--- src/rtl/fkr_pkg.sv ---
// Shared types and constants for the FIFO queue with keyed removal.
// Used by fkr_mem, fkr_ctrl and fifo_with_keyed_removal_core.
package fkr_pkg;

    localparam int FKR_DEPTH = 16;

    localparam int W_FUNC   = 2;
    localparam int W_HANDLE = 16;
    localparam int W_KEY    = 32;

    localparam logic [W_FUNC-1:0] FUNC_PUSH   = 2'd0;
    localparam logic [W_FUNC-1:0] FUNC_SHIFT  = 2'd1;
    localparam logic [W_FUNC-1:0] FUNC_REMOVE = 2'd2;

    typedef struct packed {
        logic [W_HANDLE-1:0] handle;
        logic [W_KEY-1:0]    key;
    } t_entry;

endpackage

--- src/rtl/fkr_mem.sv ---
// Entry storage: one write port, one read port, registered read data.
// Depends on fkr_pkg for the entry type.
module fkr_mem #(
    parameter int DEPTH = fkr_pkg::FKR_DEPTH
) (
    input  logic                         i_clk,
    input  logic                         i_we,
    input  logic [$clog2(DEPTH)-1:0]     i_waddr,
    input  fkr_pkg::t_entry              i_wdata,
    input  logic [$clog2(DEPTH)-1:0]     i_raddr,
    output fkr_pkg::t_entry              o_rdata
);
    import fkr_pkg::*;

    t_entry r_mem [DEPTH];
    t_entry r_rdata;

    always_ff @(posedge i_clk) begin
        if (i_we) begin
            r_mem[i_waddr] <= i_wdata;
        end
    end

    always_ff @(posedge i_clk) begin
        r_rdata <= r_mem[i_raddr];
    end

    assign o_rdata = r_rdata;

endmodule

--- src/rtl/fkr_ctrl.sv ---
// Sequencer for push, shift and remove-by-key over the entry memory.
// Depends on fkr_pkg; drives the ports of fkr_mem.
module fkr_ctrl #(
    parameter int DEPTH = fkr_pkg::FKR_DEPTH
) (
    input  logic                             i_clk,
    input  logic                             i_rst_n,
    input  logic                             i_start,
    input  logic [fkr_pkg::W_FUNC-1:0]       i_func,
    input  logic [fkr_pkg::W_HANDLE-1:0]     i_handle,
    input  logic [fkr_pkg::W_KEY-1:0]        i_key,
    output logic                             o_busy,
    output logic                             o_strobe,
    output logic [fkr_pkg::W_HANDLE-1:0]     o_handle,
    output logic                             o_valid,
    output logic                             o_removed,
    output logic                             o_overflow,
    output logic [$clog2(DEPTH+1)-1:0]       o_count,
    output logic                             o_we,
    output logic [$clog2(DEPTH)-1:0]         o_waddr,
    output fkr_pkg::t_entry                  o_wdata,
    output logic [$clog2(DEPTH)-1:0]         o_raddr,
    input  fkr_pkg::t_entry                  i_rdata
);
    import fkr_pkg::*;

    localparam int AW = $clog2(DEPTH);
    localparam int CW = $clog2(DEPTH + 1);
    localparam logic [AW:0]   DEPTH_A = (AW + 1)'(DEPTH);
    localparam logic [CW-1:0] DEPTH_C = CW'(DEPTH);

    typedef enum logic [3:0] {
        S_IDLE    = 4'b0001,
        S_SHIFT   = 4'b0010,
        S_SCAN    = 4'b0100,
        S_COMPACT = 4'b1000
    } t_state;

    t_state              r_state, n_state;
    logic [AW-1:0]       r_head, n_head;
    logic [CW-1:0]       r_count, n_count;
    logic [W_KEY-1:0]    r_key, n_key;
    logic [AW-1:0]       r_ridx, n_ridx;
    logic                r_strobe, n_strobe;
    logic [W_HANDLE-1:0] r_handle, n_handle;
    logic                r_valid, n_valid;
    logic                r_removed, n_removed;
    logic                r_overflow, n_overflow;
    logic                last_entry;

    // Ring position of an offset from the head; both inputs stay below DEPTH.
    function automatic logic [AW-1:0] slot(input logic [AW-1:0] base,
                                           input logic [AW-1:0] off);
        logic [AW:0] sum;
        sum = {1'b0, base} + {1'b0, off};
        if (sum >= DEPTH_A) begin
            sum = sum - DEPTH_A;
        end
        return sum[AW-1:0];
    endfunction

    // The entry read last cycle is the youngest one held.
    assign last_entry = ((CW'(r_ridx) + CW'(1)) == r_count);

    always_comb begin
        n_state    = r_state;
        n_head     = r_head;
        n_count    = r_count;
        n_key      = r_key;
        n_ridx     = r_ridx;
        n_strobe   = 1'b0;
        n_handle   = '0;
        n_valid    = 1'b0;
        n_removed  = 1'b0;
        n_overflow = 1'b0;
        o_we       = 1'b0;
        o_waddr    = r_head;
        o_wdata    = i_rdata;
        o_raddr    = r_head;

        case (r_state)
            S_IDLE: begin
                if (i_start) begin
                    n_key = i_key;
                    case (i_func)
                        FUNC_PUSH: begin
                            n_strobe = 1'b1;
                            if (r_count == DEPTH_C) begin
                                n_overflow = 1'b1;
                            end else begin
                                o_we    = 1'b1;
                                o_waddr = slot(r_head, r_count[AW-1:0]);
                                o_wdata = '{handle: i_handle, key: i_key};
                                n_count = r_count + CW'(1);
                            end
                        end
                        FUNC_SHIFT: begin
                            if (r_count == '0) begin
                                n_strobe = 1'b1;
                            end else begin
                                o_raddr = r_head;
                                n_head  = slot(r_head, AW'(1));
                                n_count = r_count - CW'(1);
                                n_state = S_SHIFT;
                            end
                        end
                        FUNC_REMOVE: begin
                            if (r_count == '0) begin
                                n_strobe = 1'b1;
                            end else begin
                                o_raddr = r_head;
                                n_ridx  = '0;
                                n_state = S_SCAN;
                            end
                        end
                        default: begin
                            n_strobe = 1'b1;
                        end
                    endcase
                end
            end

            S_SHIFT: begin
                n_strobe = 1'b1;
                n_valid  = 1'b1;
                n_handle = i_rdata.handle;
                n_state  = S_IDLE;
            end

            // Compare the entry read last cycle, read the next one meanwhile.
            S_SCAN: begin
                if (i_rdata.key == r_key) begin
                    if (last_entry) begin
                        n_count   = r_count - CW'(1);
                        n_strobe  = 1'b1;
                        n_removed = 1'b1;
                        n_state   = S_IDLE;
                    end else begin
                        o_raddr = slot(r_head, r_ridx + AW'(1));
                        n_ridx  = r_ridx + AW'(1);
                        n_state = S_COMPACT;
                    end
                end else if (last_entry) begin
                    n_strobe = 1'b1;
                    n_state  = S_IDLE;
                end else begin
                    o_raddr = slot(r_head, r_ridx + AW'(1));
                    n_ridx  = r_ridx + AW'(1);
                end
            end

            // Move each younger entry down by one slot, one per cycle.
            S_COMPACT: begin
                o_we    = 1'b1;
                o_waddr = slot(r_head, r_ridx - AW'(1));
                o_wdata = i_rdata;
                if (last_entry) begin
                    n_count   = r_count - CW'(1);
                    n_strobe  = 1'b1;
                    n_removed = 1'b1;
                    n_state   = S_IDLE;
                end else begin
                    o_raddr = slot(r_head, r_ridx + AW'(1));
                    n_ridx  = r_ridx + AW'(1);
                end
            end

            default: begin
                n_state = S_IDLE;
            end
        endcase
    end

    always_ff @(posedge i_clk) begin
        if (!i_rst_n) begin
            r_state    <= S_IDLE;
            r_head     <= '0;
            r_count    <= '0;
            r_strobe   <= 1'b0;
            r_valid    <= 1'b0;
            r_removed  <= 1'b0;
            r_overflow <= 1'b0;
        end else begin
            r_state    <= n_state;
            r_head     <= n_head;
            r_count    <= n_count;
            r_strobe   <= n_strobe;
            r_valid    <= n_valid;
            r_removed  <= n_removed;
            r_overflow <= n_overflow;
        end
    end

    always_ff @(posedge i_clk) begin
        r_key    <= n_key;
        r_ridx   <= n_ridx;
        r_handle <= n_handle;
    end

    assign o_busy     = (r_state != S_IDLE);
    assign o_strobe   = r_strobe;
    assign o_handle   = r_handle;
    assign o_valid    = r_valid;
    assign o_removed  = r_removed;
    assign o_overflow = r_overflow;
    assign o_count    = r_count;

endmodule

--- src/rtl/fifo_with_keyed_removal_core.sv ---
// FIFO queue of waiter entries with removal by owner key.
// Result strobe: push and unused codes strobe in the cycle after acceptance, shift after
// S_SHIFT, remove after scanning every held entry (one memory read per entry scanned,
// then one read and one write per entry moved). busy is low again in the strobe cycle.
// Reset (synchronous, active low) empties the queue; entry memory is not cleared.
module fifo_with_keyed_removal_core #(
    parameter int DEPTH = fkr_pkg::FKR_DEPTH
) (
    input  logic                           i_clk,
    input  logic                           i_rst_n,
    input  logic                           start,
    output logic                           busy,
    input  logic [fkr_pkg::W_FUNC-1:0]     i_func,
    input  logic [fkr_pkg::W_HANDLE-1:0]   i_waiter_handle,
    input  logic [fkr_pkg::W_KEY-1:0]      i_owner_key,
    output logic                           o_strobe,
    output logic [fkr_pkg::W_HANDLE-1:0]   o_out_handle,
    output logic                           o_out_valid,
    output logic                           o_removed,
    output logic                           o_overflow,
    output logic [$clog2(DEPTH+1)-1:0]     o_entry_count
);
    import fkr_pkg::*;

    localparam int AW = $clog2(DEPTH);
    localparam int CW = $clog2(DEPTH + 1);

    logic          mem_we;
    logic [AW-1:0] mem_waddr;
    logic [AW-1:0] mem_raddr;
    t_entry        mem_wdata;
    t_entry        mem_rdata;

    fkr_ctrl #(
        .DEPTH (DEPTH)
    ) u_ctrl (
        .i_clk      (i_clk),
        .i_rst_n    (i_rst_n),
        .i_start    (start),
        .i_func     (i_func),
        .i_handle   (i_waiter_handle),
        .i_key      (i_owner_key),
        .o_busy     (busy),
        .o_strobe   (o_strobe),
        .o_handle   (o_out_handle),
        .o_valid    (o_out_valid),
        .o_removed  (o_removed),
        .o_overflow (o_overflow),
        .o_count    (o_entry_count),
        .o_we       (mem_we),
        .o_waddr    (mem_waddr),
        .o_wdata    (mem_wdata),
        .o_raddr    (mem_raddr),
        .i_rdata    (mem_rdata)
    );

    fkr_mem #(
        .DEPTH (DEPTH)
    ) u_mem (
        .i_clk   (i_clk),
        .i_we    (mem_we),
        .i_waddr (mem_waddr),
        .i_wdata (mem_wdata),
        .i_raddr (mem_raddr),
        .o_rdata (mem_rdata)
    );

`ifndef SYNTH
    a_count_bound: assert property (@(posedge i_clk) disable iff (!i_rst_n)
        o_entry_count <= CW'(DEPTH))
        else $error("entry count above depth");

    a_overflow_full: assert property (@(posedge i_clk) disable iff (!i_rst_n)
        (o_strobe && o_overflow) |-> (o_entry_count == CW'(DEPTH)))
        else $error("overflow flagged while queue not full");

    a_push_grows: assert property (@(posedge i_clk) disable iff (!i_rst_n)
        (start && !busy && i_func == FUNC_PUSH && o_entry_count != CW'(DEPTH))
        |=> (o_strobe && !o_overflow
             && o_entry_count == $past(o_entry_count) + CW'(1)))
        else $error("push into non-full queue did not add one entry");

    a_one_flag: assert property (@(posedge i_clk) disable iff (!i_rst_n)
        $onehot0({o_out_valid, o_removed, o_overflow}))
        else $error("more than one result flag set");

    a_flags_strobed: assert property (@(posedge i_clk) disable iff (!i_rst_n)
        !o_strobe |-> (!o_out_valid && !o_removed && !o_overflow))
        else $error("result flag set outside strobe");
`endif

endmodule
--- config.mk ---
export PLATFORM = sky130hd
export DESIGN_NAME = fifo_with_keyed_removal_core
export DESIGN_NICKNAME = d
export VERILOG_FILES = /design/src/rtl/fkr_pkg.sv /design/src/rtl/fkr_mem.sv /design/src/rtl/fkr_ctrl.sv /design/src/rtl/fifo_with_keyed_removal_core.sv
export SDC_FILE = /design/constraint.sdc
export NUM_CORES = 1
export LEC_CHECK = 0
export BUFFER_PORTS_ARGS = -buffer_cell sky130_fd_sc_hd__buf_2
export CORE_UTILIZATION = 50
export DETAILED_ROUTE_END_ITERATION = 8
export GPL_TIMING_DRIVEN = 0
export PLACE_DENSITY_LB_ADDON = 0.25
export SLEW_MARGIN = 25
export SYNTH_ARGS = -nofsm -noshare
export SYNTH_HDL_FRONTEND = slang
export SYNTH_SLANG_ARGS = --single-unit
--- constraint.sdc ---
create_clock -name i_clk -period 6.9 [get_ports i_clk]
set_input_delay 0.69 -clock i_clk [delete_from_list [all_inputs] [get_ports i_clk]]
set_output_delay 0.69 -clock i_clk [all_outputs]
set_load 0.05 [all_outputs]
==> flow_summary.ini, run 1 <==
[run_status]
run_status = finished, final reports clean

[sta]
fin_worst_skew_ns = 0.0366
period_needed_ns = 5.15
setup_viol = 0
max_freq_mhz = 194
rsz0062_at_grt = false
relSlewSlack_pct = 19.0
worst_pin_slew_ns = 1.22
fin_crit_sh_pct = 74.6
whs_ns = 0.219
hold_viol = 0
final_max_slew_viol_count = 0

[detailed_routing]
avgViaCountPerCell = 6.55
final_antenna_net_count = 0
wire_per_inst_um = 31.0
drtIter0Drc = 3901
dr.pass1.iters = 8
num_vias = 23800
drc = 0
wl_mm = 112

[critical_path]
r2r_end = u_mem.r_mem[5][2]
cp-start-kind = flop
worst_setup_path_end_kind = flop
ff2ff_path_depth = 13
worstReg2RegStart = u_ctrl.r_state[3]
ff2ff_setup_slack_ns = 1.75
arrival_ns = 5.49
crit_path_max_fanout = 37
required_ns = 7.24
critPathKind = reg -> reg

[global_route]
grt.overflow.total = 0
grt.total_usage_pct = 31.2
grt_pass1_wl_mm = 159
grt_pass1_vias = 23100
antenna_found_initial = 3
grt_max_degree = 38

[floorplanning]
initial_core_util_pct = 50.6
core_um2 = 70100
io_pins = 79
die_area_um2 = 72100
die_x_um = 268
die_y_um = 268
fp-row-count = 97

[placement]
portBuffers = 78
hpwl_mm = 74.4
place_congestion = 0.892

[cts]
cts-resized-gates = 0
cts_buffer_depth = 3
cts_buffers = 90
root_buffer = clkbuf_16
cts.sinks = 885
path_clk_slew_ns = 0.06
cts_tree = done
ctsHoldBuffers = 0
clock_latency_ns = 0.66
post_cts_buffers = 0
htree_levels = 3

[power_and_ir_drop]
vdd_drop_max_uv = 203
p_per_area_nw_per_um2 = 282
p_total_w = 0.0117
p_leak_nw = 14.4

[cells_and_area]
final_common_cell = edfxtp_1
fill_cells = 5337
multi_input_area_um2 = 8880
final_layout_size_suffix_gt1_share_pct = 16.5
layout_common_cells = edfxtp_1, nand2_1, buf_2
area_delta_synth_final_pct = 16.5
regArea_um2 = 25800
nets = 2690

[yosys]
ys_types = 68
synth-seq-cells = 885
yosys_warnings = 0
synth.avg_cell_area_um2 = 14.8
synth.yosys.seq_area_share_pct = 72.6
synth_edf_count = 804
syn_inst = 2395
synthFlopType = edfxtp_1
async_flop_share_pct = 0
syn_nets = 2468
synth.cell_area_um2 = 35500

[min_path]
whs_endpoint = u_ctrl.r_key[23]
hp-class = in -> reg
worstHoldStart = i_owner_key[23]
hold_depth = 1

[job]
max_cap_violations = 0
synthesized netlist by cell type (all sizes together) (15+ instances only):
master / instances / share of area [%]
inv: 15 / 0.16
a32oi: 18 / 0.44
mux2: 48 / 1.5
a221o: 30 / 0.85
o21ai: 101 / 1.5
nand3: 105 / 1.5
edfxtp: 804 / 68
a21oi: 107 / 1.5
a22o: 18 / 0.44
mux2i: 51 / 1.4
a221oi: 19 / 0.47
nor2: 40 / 0.44
a31oi: 99 / 1.8
buf: 95 / 1.6
o211ai: 35 / 0.75
a32o: 30 / 0.85
clkbuf: 93 / 0.98
and2: 21 / 0.37
and3: 98 / 1.7
xor2: 40 / 0.99
dfxtp: 81 / 4.6
nand2: 206 / 2.2
a22oi: 30 / 0.63
ha: 17 / 0.60
xnor2: 15 / 0.39
a211o: 114 / 2.8
flip-flops by register name, summed over array words and instances (netlist names):
| register | count |
|---|---|
| u_ctrl.r_key | 32 |
| u_ctrl.o_handle | 16 |
| u_ctrl.o_valid | 1 |
| u_ctrl.r_state | 4 |
| u_mem.r_mem | 768 |
| u_ctrl.o_overflow | 1 |
| u_mem.o_rdata | 48 |
| u_ctrl.o_removed | 1 |
| u_ctrl.r_ridx | 4 |
| u_ctrl.o_strobe | 1 |
| u_ctrl.o_count | 5 |
| u_ctrl.r_head | 4 |
area by class of cell:
cell class / count / share of cell area, %
sequential: 885 / 62.3
antenna: 1 / 0.00605
multi-input combinational: 1307 / 21.5
clock inverter: 36 / 0.987
timing repair buffer: 130 / 3.62
inverter: 15 / 0.136
buffer: 188 / 2.28
clock buffer: 129 / 6.32
tap: 940 / 2.85
per-stage QoR:
stage	instance area (um^2)	utilization (%)	TNS, ns	cells	setup WS, ns
3_5_place_dp	38300	54.6	0	3465	1.95
6_report	41300	58.9	0	3631	1.75
4_1_cts	41300	58.9	0	3630	1.81
2_1_floorplan	35500	-	0	2395	0.466
3_3_place_gp	37100	52.8	-1354.65	3413	-5.02
5_1_grt	41300	58.9	0	3630	1.58
routing by layer:
metal / share of wire (%) / vias up / track usage (%)
met5: 0 / - / 0
met4: 5.6 / 0 / 17.1
met1: 37 / 11800 / 42.1
met3: 13 / 341 / 7.01
met2: 45 / 1748 / 47.4
li1: - / 9864 / -
critical path, stage by stage, from the launching register on:
cell	delay [ns]
dfxtp_1	0.36
nor4b_1	0.61
and2_1	0.21
buf_4	0.56
nand3_1	0.23
clkbuf_1	0.27
clkbuf_2	0.49
nand2_1	0.21
nand3_1	0.37
nor3b_2	0.58
buf_4	0.30
buf_4	0.25
buf_6	0.17
buf_4	0.19
how the worst max path moves through the flow:
stage                            from            endpoint  cells after the start
floorplan           u_ctrl.r_state[3]   u_mem.r_mem[5][0]                      9
CTS                 u_ctrl.r_state[3]   u_mem.r_mem[5][2]                     13
finish              u_ctrl.r_state[3]   u_mem.r_mem[5][2]                     13
global route        u_ctrl.r_state[3]   u_mem.r_mem[5][4]                     13
detailed placement  u_ctrl.r_state[3]   u_mem.r_mem[5][2]                     13
global placement    u_ctrl.r_state[3]  u_mem.r_mem[5][47]                      9
logic make-up (layout without fill, tap and decap cells):
kind of cell    after synthesis  after routing  synth area share (%)
flops                       885            885                  72.6
compound gates              622            622                  12.5
simple gates                511            511                  7.02
buf+inv                     203            498                  2.78
mux                          99             99                  2.96
xor+xnor                     55             55                  1.38
fa+ha+maj                    20             20                 0.768
other cells                   0              1                     0
report_power, final:
part | switching, W | internal (W) | leakage [nW]
clock | 0.00205 | 0.00296 | 1.47
sequential | 0.0000335 | 0.00598 | 7.93
combinational | 0.000462 | 0.000185 | 4.99
total | 0.00254 | 0.00913 | 14.4
(Power assumes the default switching activity.)
==> run 2: changes to the inputs <==
- clock period: 6.9 -> 4.2 ns (I/O delays scaled with it)
==> run 2 against run 1 <==
Effect of this change:
- the run now ends with setup timing left
- register-to-register slack got worse by 1.8 ns
- clock power is 59% higher
- hold slack got worse by 0.21 ns
- power up 62%
- combinational power up 68%
- via count grew 0.55%
==> flow_summary.ini, run 2 (same netlist as run 1, synthesis figures left out) <==
[job]
max_cap_violations = 0

[sta]
final_max_slew_viol_count = 0
fin_worst_skew_ns = 0.0298
period_needed_ns = 4.23
setup_viol = 13
relSlewSlack_pct = 18.0
hold_viol = 0
max_freq_mhz = 236
rsz0062_at_grt = true
fin_crit_sh_pct = 101
layout_setup_ws_ns = -0.0309
worst_pin_slew_ns = 1.22

[power_and_ir_drop]
p_leak_nw = 14.6
p_total_w = 0.0190
vdd_drop_max_uv = 328
p_per_area_nw_per_um2 = 453

[floorplanning]
die_x_um = 268
initial_core_util_pct = 50.6
fp-row-count = 97
io_pins = 79
core_um2 = 70100
die_y_um = 268
die_area_um2 = 72100

[cts]
cts_buffer_depth = 3
path_clk_slew_ns = 0.06
cts_buffers = 90
clock_latency_ns = 0.67
root_buffer = clkbuf_16
cts_tree = done
htree_levels = 3
cts.sinks = 885

[run_status]
run_status = finished with violations
violations = setup timing

[cells_and_area]
final_cell_area_um2 = 41800
largest_register = u_mem.r_mem
final_common_cell = edfxtp_1
final_layout_size_suffix_gt1_share_pct = 17.4
nets = 2733
layout_common_cells = edfxtp_1, nand2_1, buf_2
area_delta_synth_final_pct = 17.8
fill_cells = 5355
largest_reg_flops = 768

[detailed_routing]
avgViaCountPerCell = 6.50
final_antenna_net_count = 0
wire_per_inst_um = 30.6
wl_mm = 113
drc = 0
drtIter0Drc = 3496
dr.pass1.iters = 7
num_vias = 23900

[min_path]
worstHoldStart = i_owner_key[28]
whs_endpoint = u_ctrl.r_key[28]
hold_depth = 1
hp-class = in -> reg

[global_route]
grt.total_usage_pct = 31.4
grt_max_degree = 38
grt.overflow.total = 0
antenna_found_initial = 5
grt_pass1_wl_mm = 160
grt_pass1_vias = 23300

[critical_path]
required_ns = 4.79
r2r_end = u_mem.o_rdata[45]
ff2ff_setup_slack_ns = -0.03
arrival_ns = 4.82
cp-start-kind = flop
worst_setup_path_end_kind = flop
ff2ff_path_depth = 10
crit_path_max_fanout = 10
critPathKind = reg -> reg
worstReg2RegStart = u_ctrl.r_ridx[0]

[placement]
place_congestion = 0.898
placedInstanceArea_um2 = 38400
hpwl_mm = 74.4
portBuffers = 78
==> run 2: changes by cell type in the layout (fill, tap and decap cells not counted), sizes merged <==
| cell | before | now |
|---|---|---|
| dlygate4sd3 | 0 | 29 |
| clkinv | 21 | 33 |
| buf | 225 | 236 |
| clkbuf | 222 | 217 |
| bufinv | 9 | 6 |
| diode | 1 | 4 |
| clkinvlp | 3 | 5 |
| inv | 18 | 17 |
==> run 2: critical path, stage by stage (launching register included) <==
cell      delay (ns)
edfxtp_1        0.47
ha_1            0.29
xnor2_1         0.32
inv_1           0.11
ha_1            0.31
a21oi_1         0.24
xor2_1          0.30
a31oi_2         0.18
a211oi_2        0.94
clkbuf_1        0.73
a211o_1         0.24
==> run 2: timing repair <==
item / 4_1_cts / 5_1_grt
gates resized for setup: 7 / 20
endpoints found under the hold margin: 28 / 1
hold buffers: 28 / 1
setup buffers: 14 / 2
pin swaps: 7 / 0
endpoints found under the setup margin: 560 / 425
==> run 2: stage by stage <==
stage	hold slack [ns]	util, %	std cells	worst slack (ns)	TNS, ns
global route	0.00566	59.6	3675	-0.0642	-0.664
CTS	0.00130	59.5	3673	0.00572	0
detailed placement	0.436	54.7	3464	-0.500	-106.59
finish	0.00998	59.6	3679	-0.0309	-0.192
global placement	0.432	52.9	3413	-4.52	-2230.58
floorplan	0.424	-	2395	-0.758	-170.89
==> run 2: per-layer routing <==
metal  vias to the layer above  GRT usage [%]  part of all wire, %
met3                       291           8.10                   12
met4                         4           15.9                  5.0
met2                      1684           48.0                   46
li1                       9973              -                    -
met5                         -              0                0.021
met1                     12000           41.8                   37
==> run 2: worst max-delay path by stage <==
| stage | startpoint | endpoint | cells after the start |
|---|---|---|---|
| after global routing | u_ctrl.r_ridx[0] | u_mem.o_rdata[43] | 10 |
| after detailed placement | u_ctrl.r_state[3] | u_mem.r_mem[4][8] | 12 |
| after CTS | u_ctrl.r_state[3] | u_mem.r_mem[11][5] | 10 |
| after floorplan | u_ctrl.r_state[3] | u_mem.r_mem[0][0] | 10 |
| final | u_ctrl.r_ridx[0] | u_mem.o_rdata[45] | 10 |
| after global placement | u_ctrl.r_state[3] | u_mem.r_mem[0][0] | 9 |
==> run 2: power breakdown <==
part	switching [W]	internal (W)	leakage (nW)
Combinational	0.000766	0.000327	5.27
Clock	0.00344	0.00454	1.43
Sequential	0.0000534	0.00983	7.93
==> run 2: final cells by class <==
type / instances / area (um^2) / area share, %
diodes: 4 / 10.0 / 0.0239
plain buffers: 187 / 968 / 2.32
clock buffers: 121 / 2480 / 5.93
clock inverters: 46 / 468 / 1.12
inverters: 15 / 56.3 / 0.135
multi-input cells: 1307 / 8900 / 21.3
flip-flops and latches: 885 / 25800 / 61.6
well taps: 940 / 1180 / 2.81
repair buffers: 174 / 1990 / 4.77
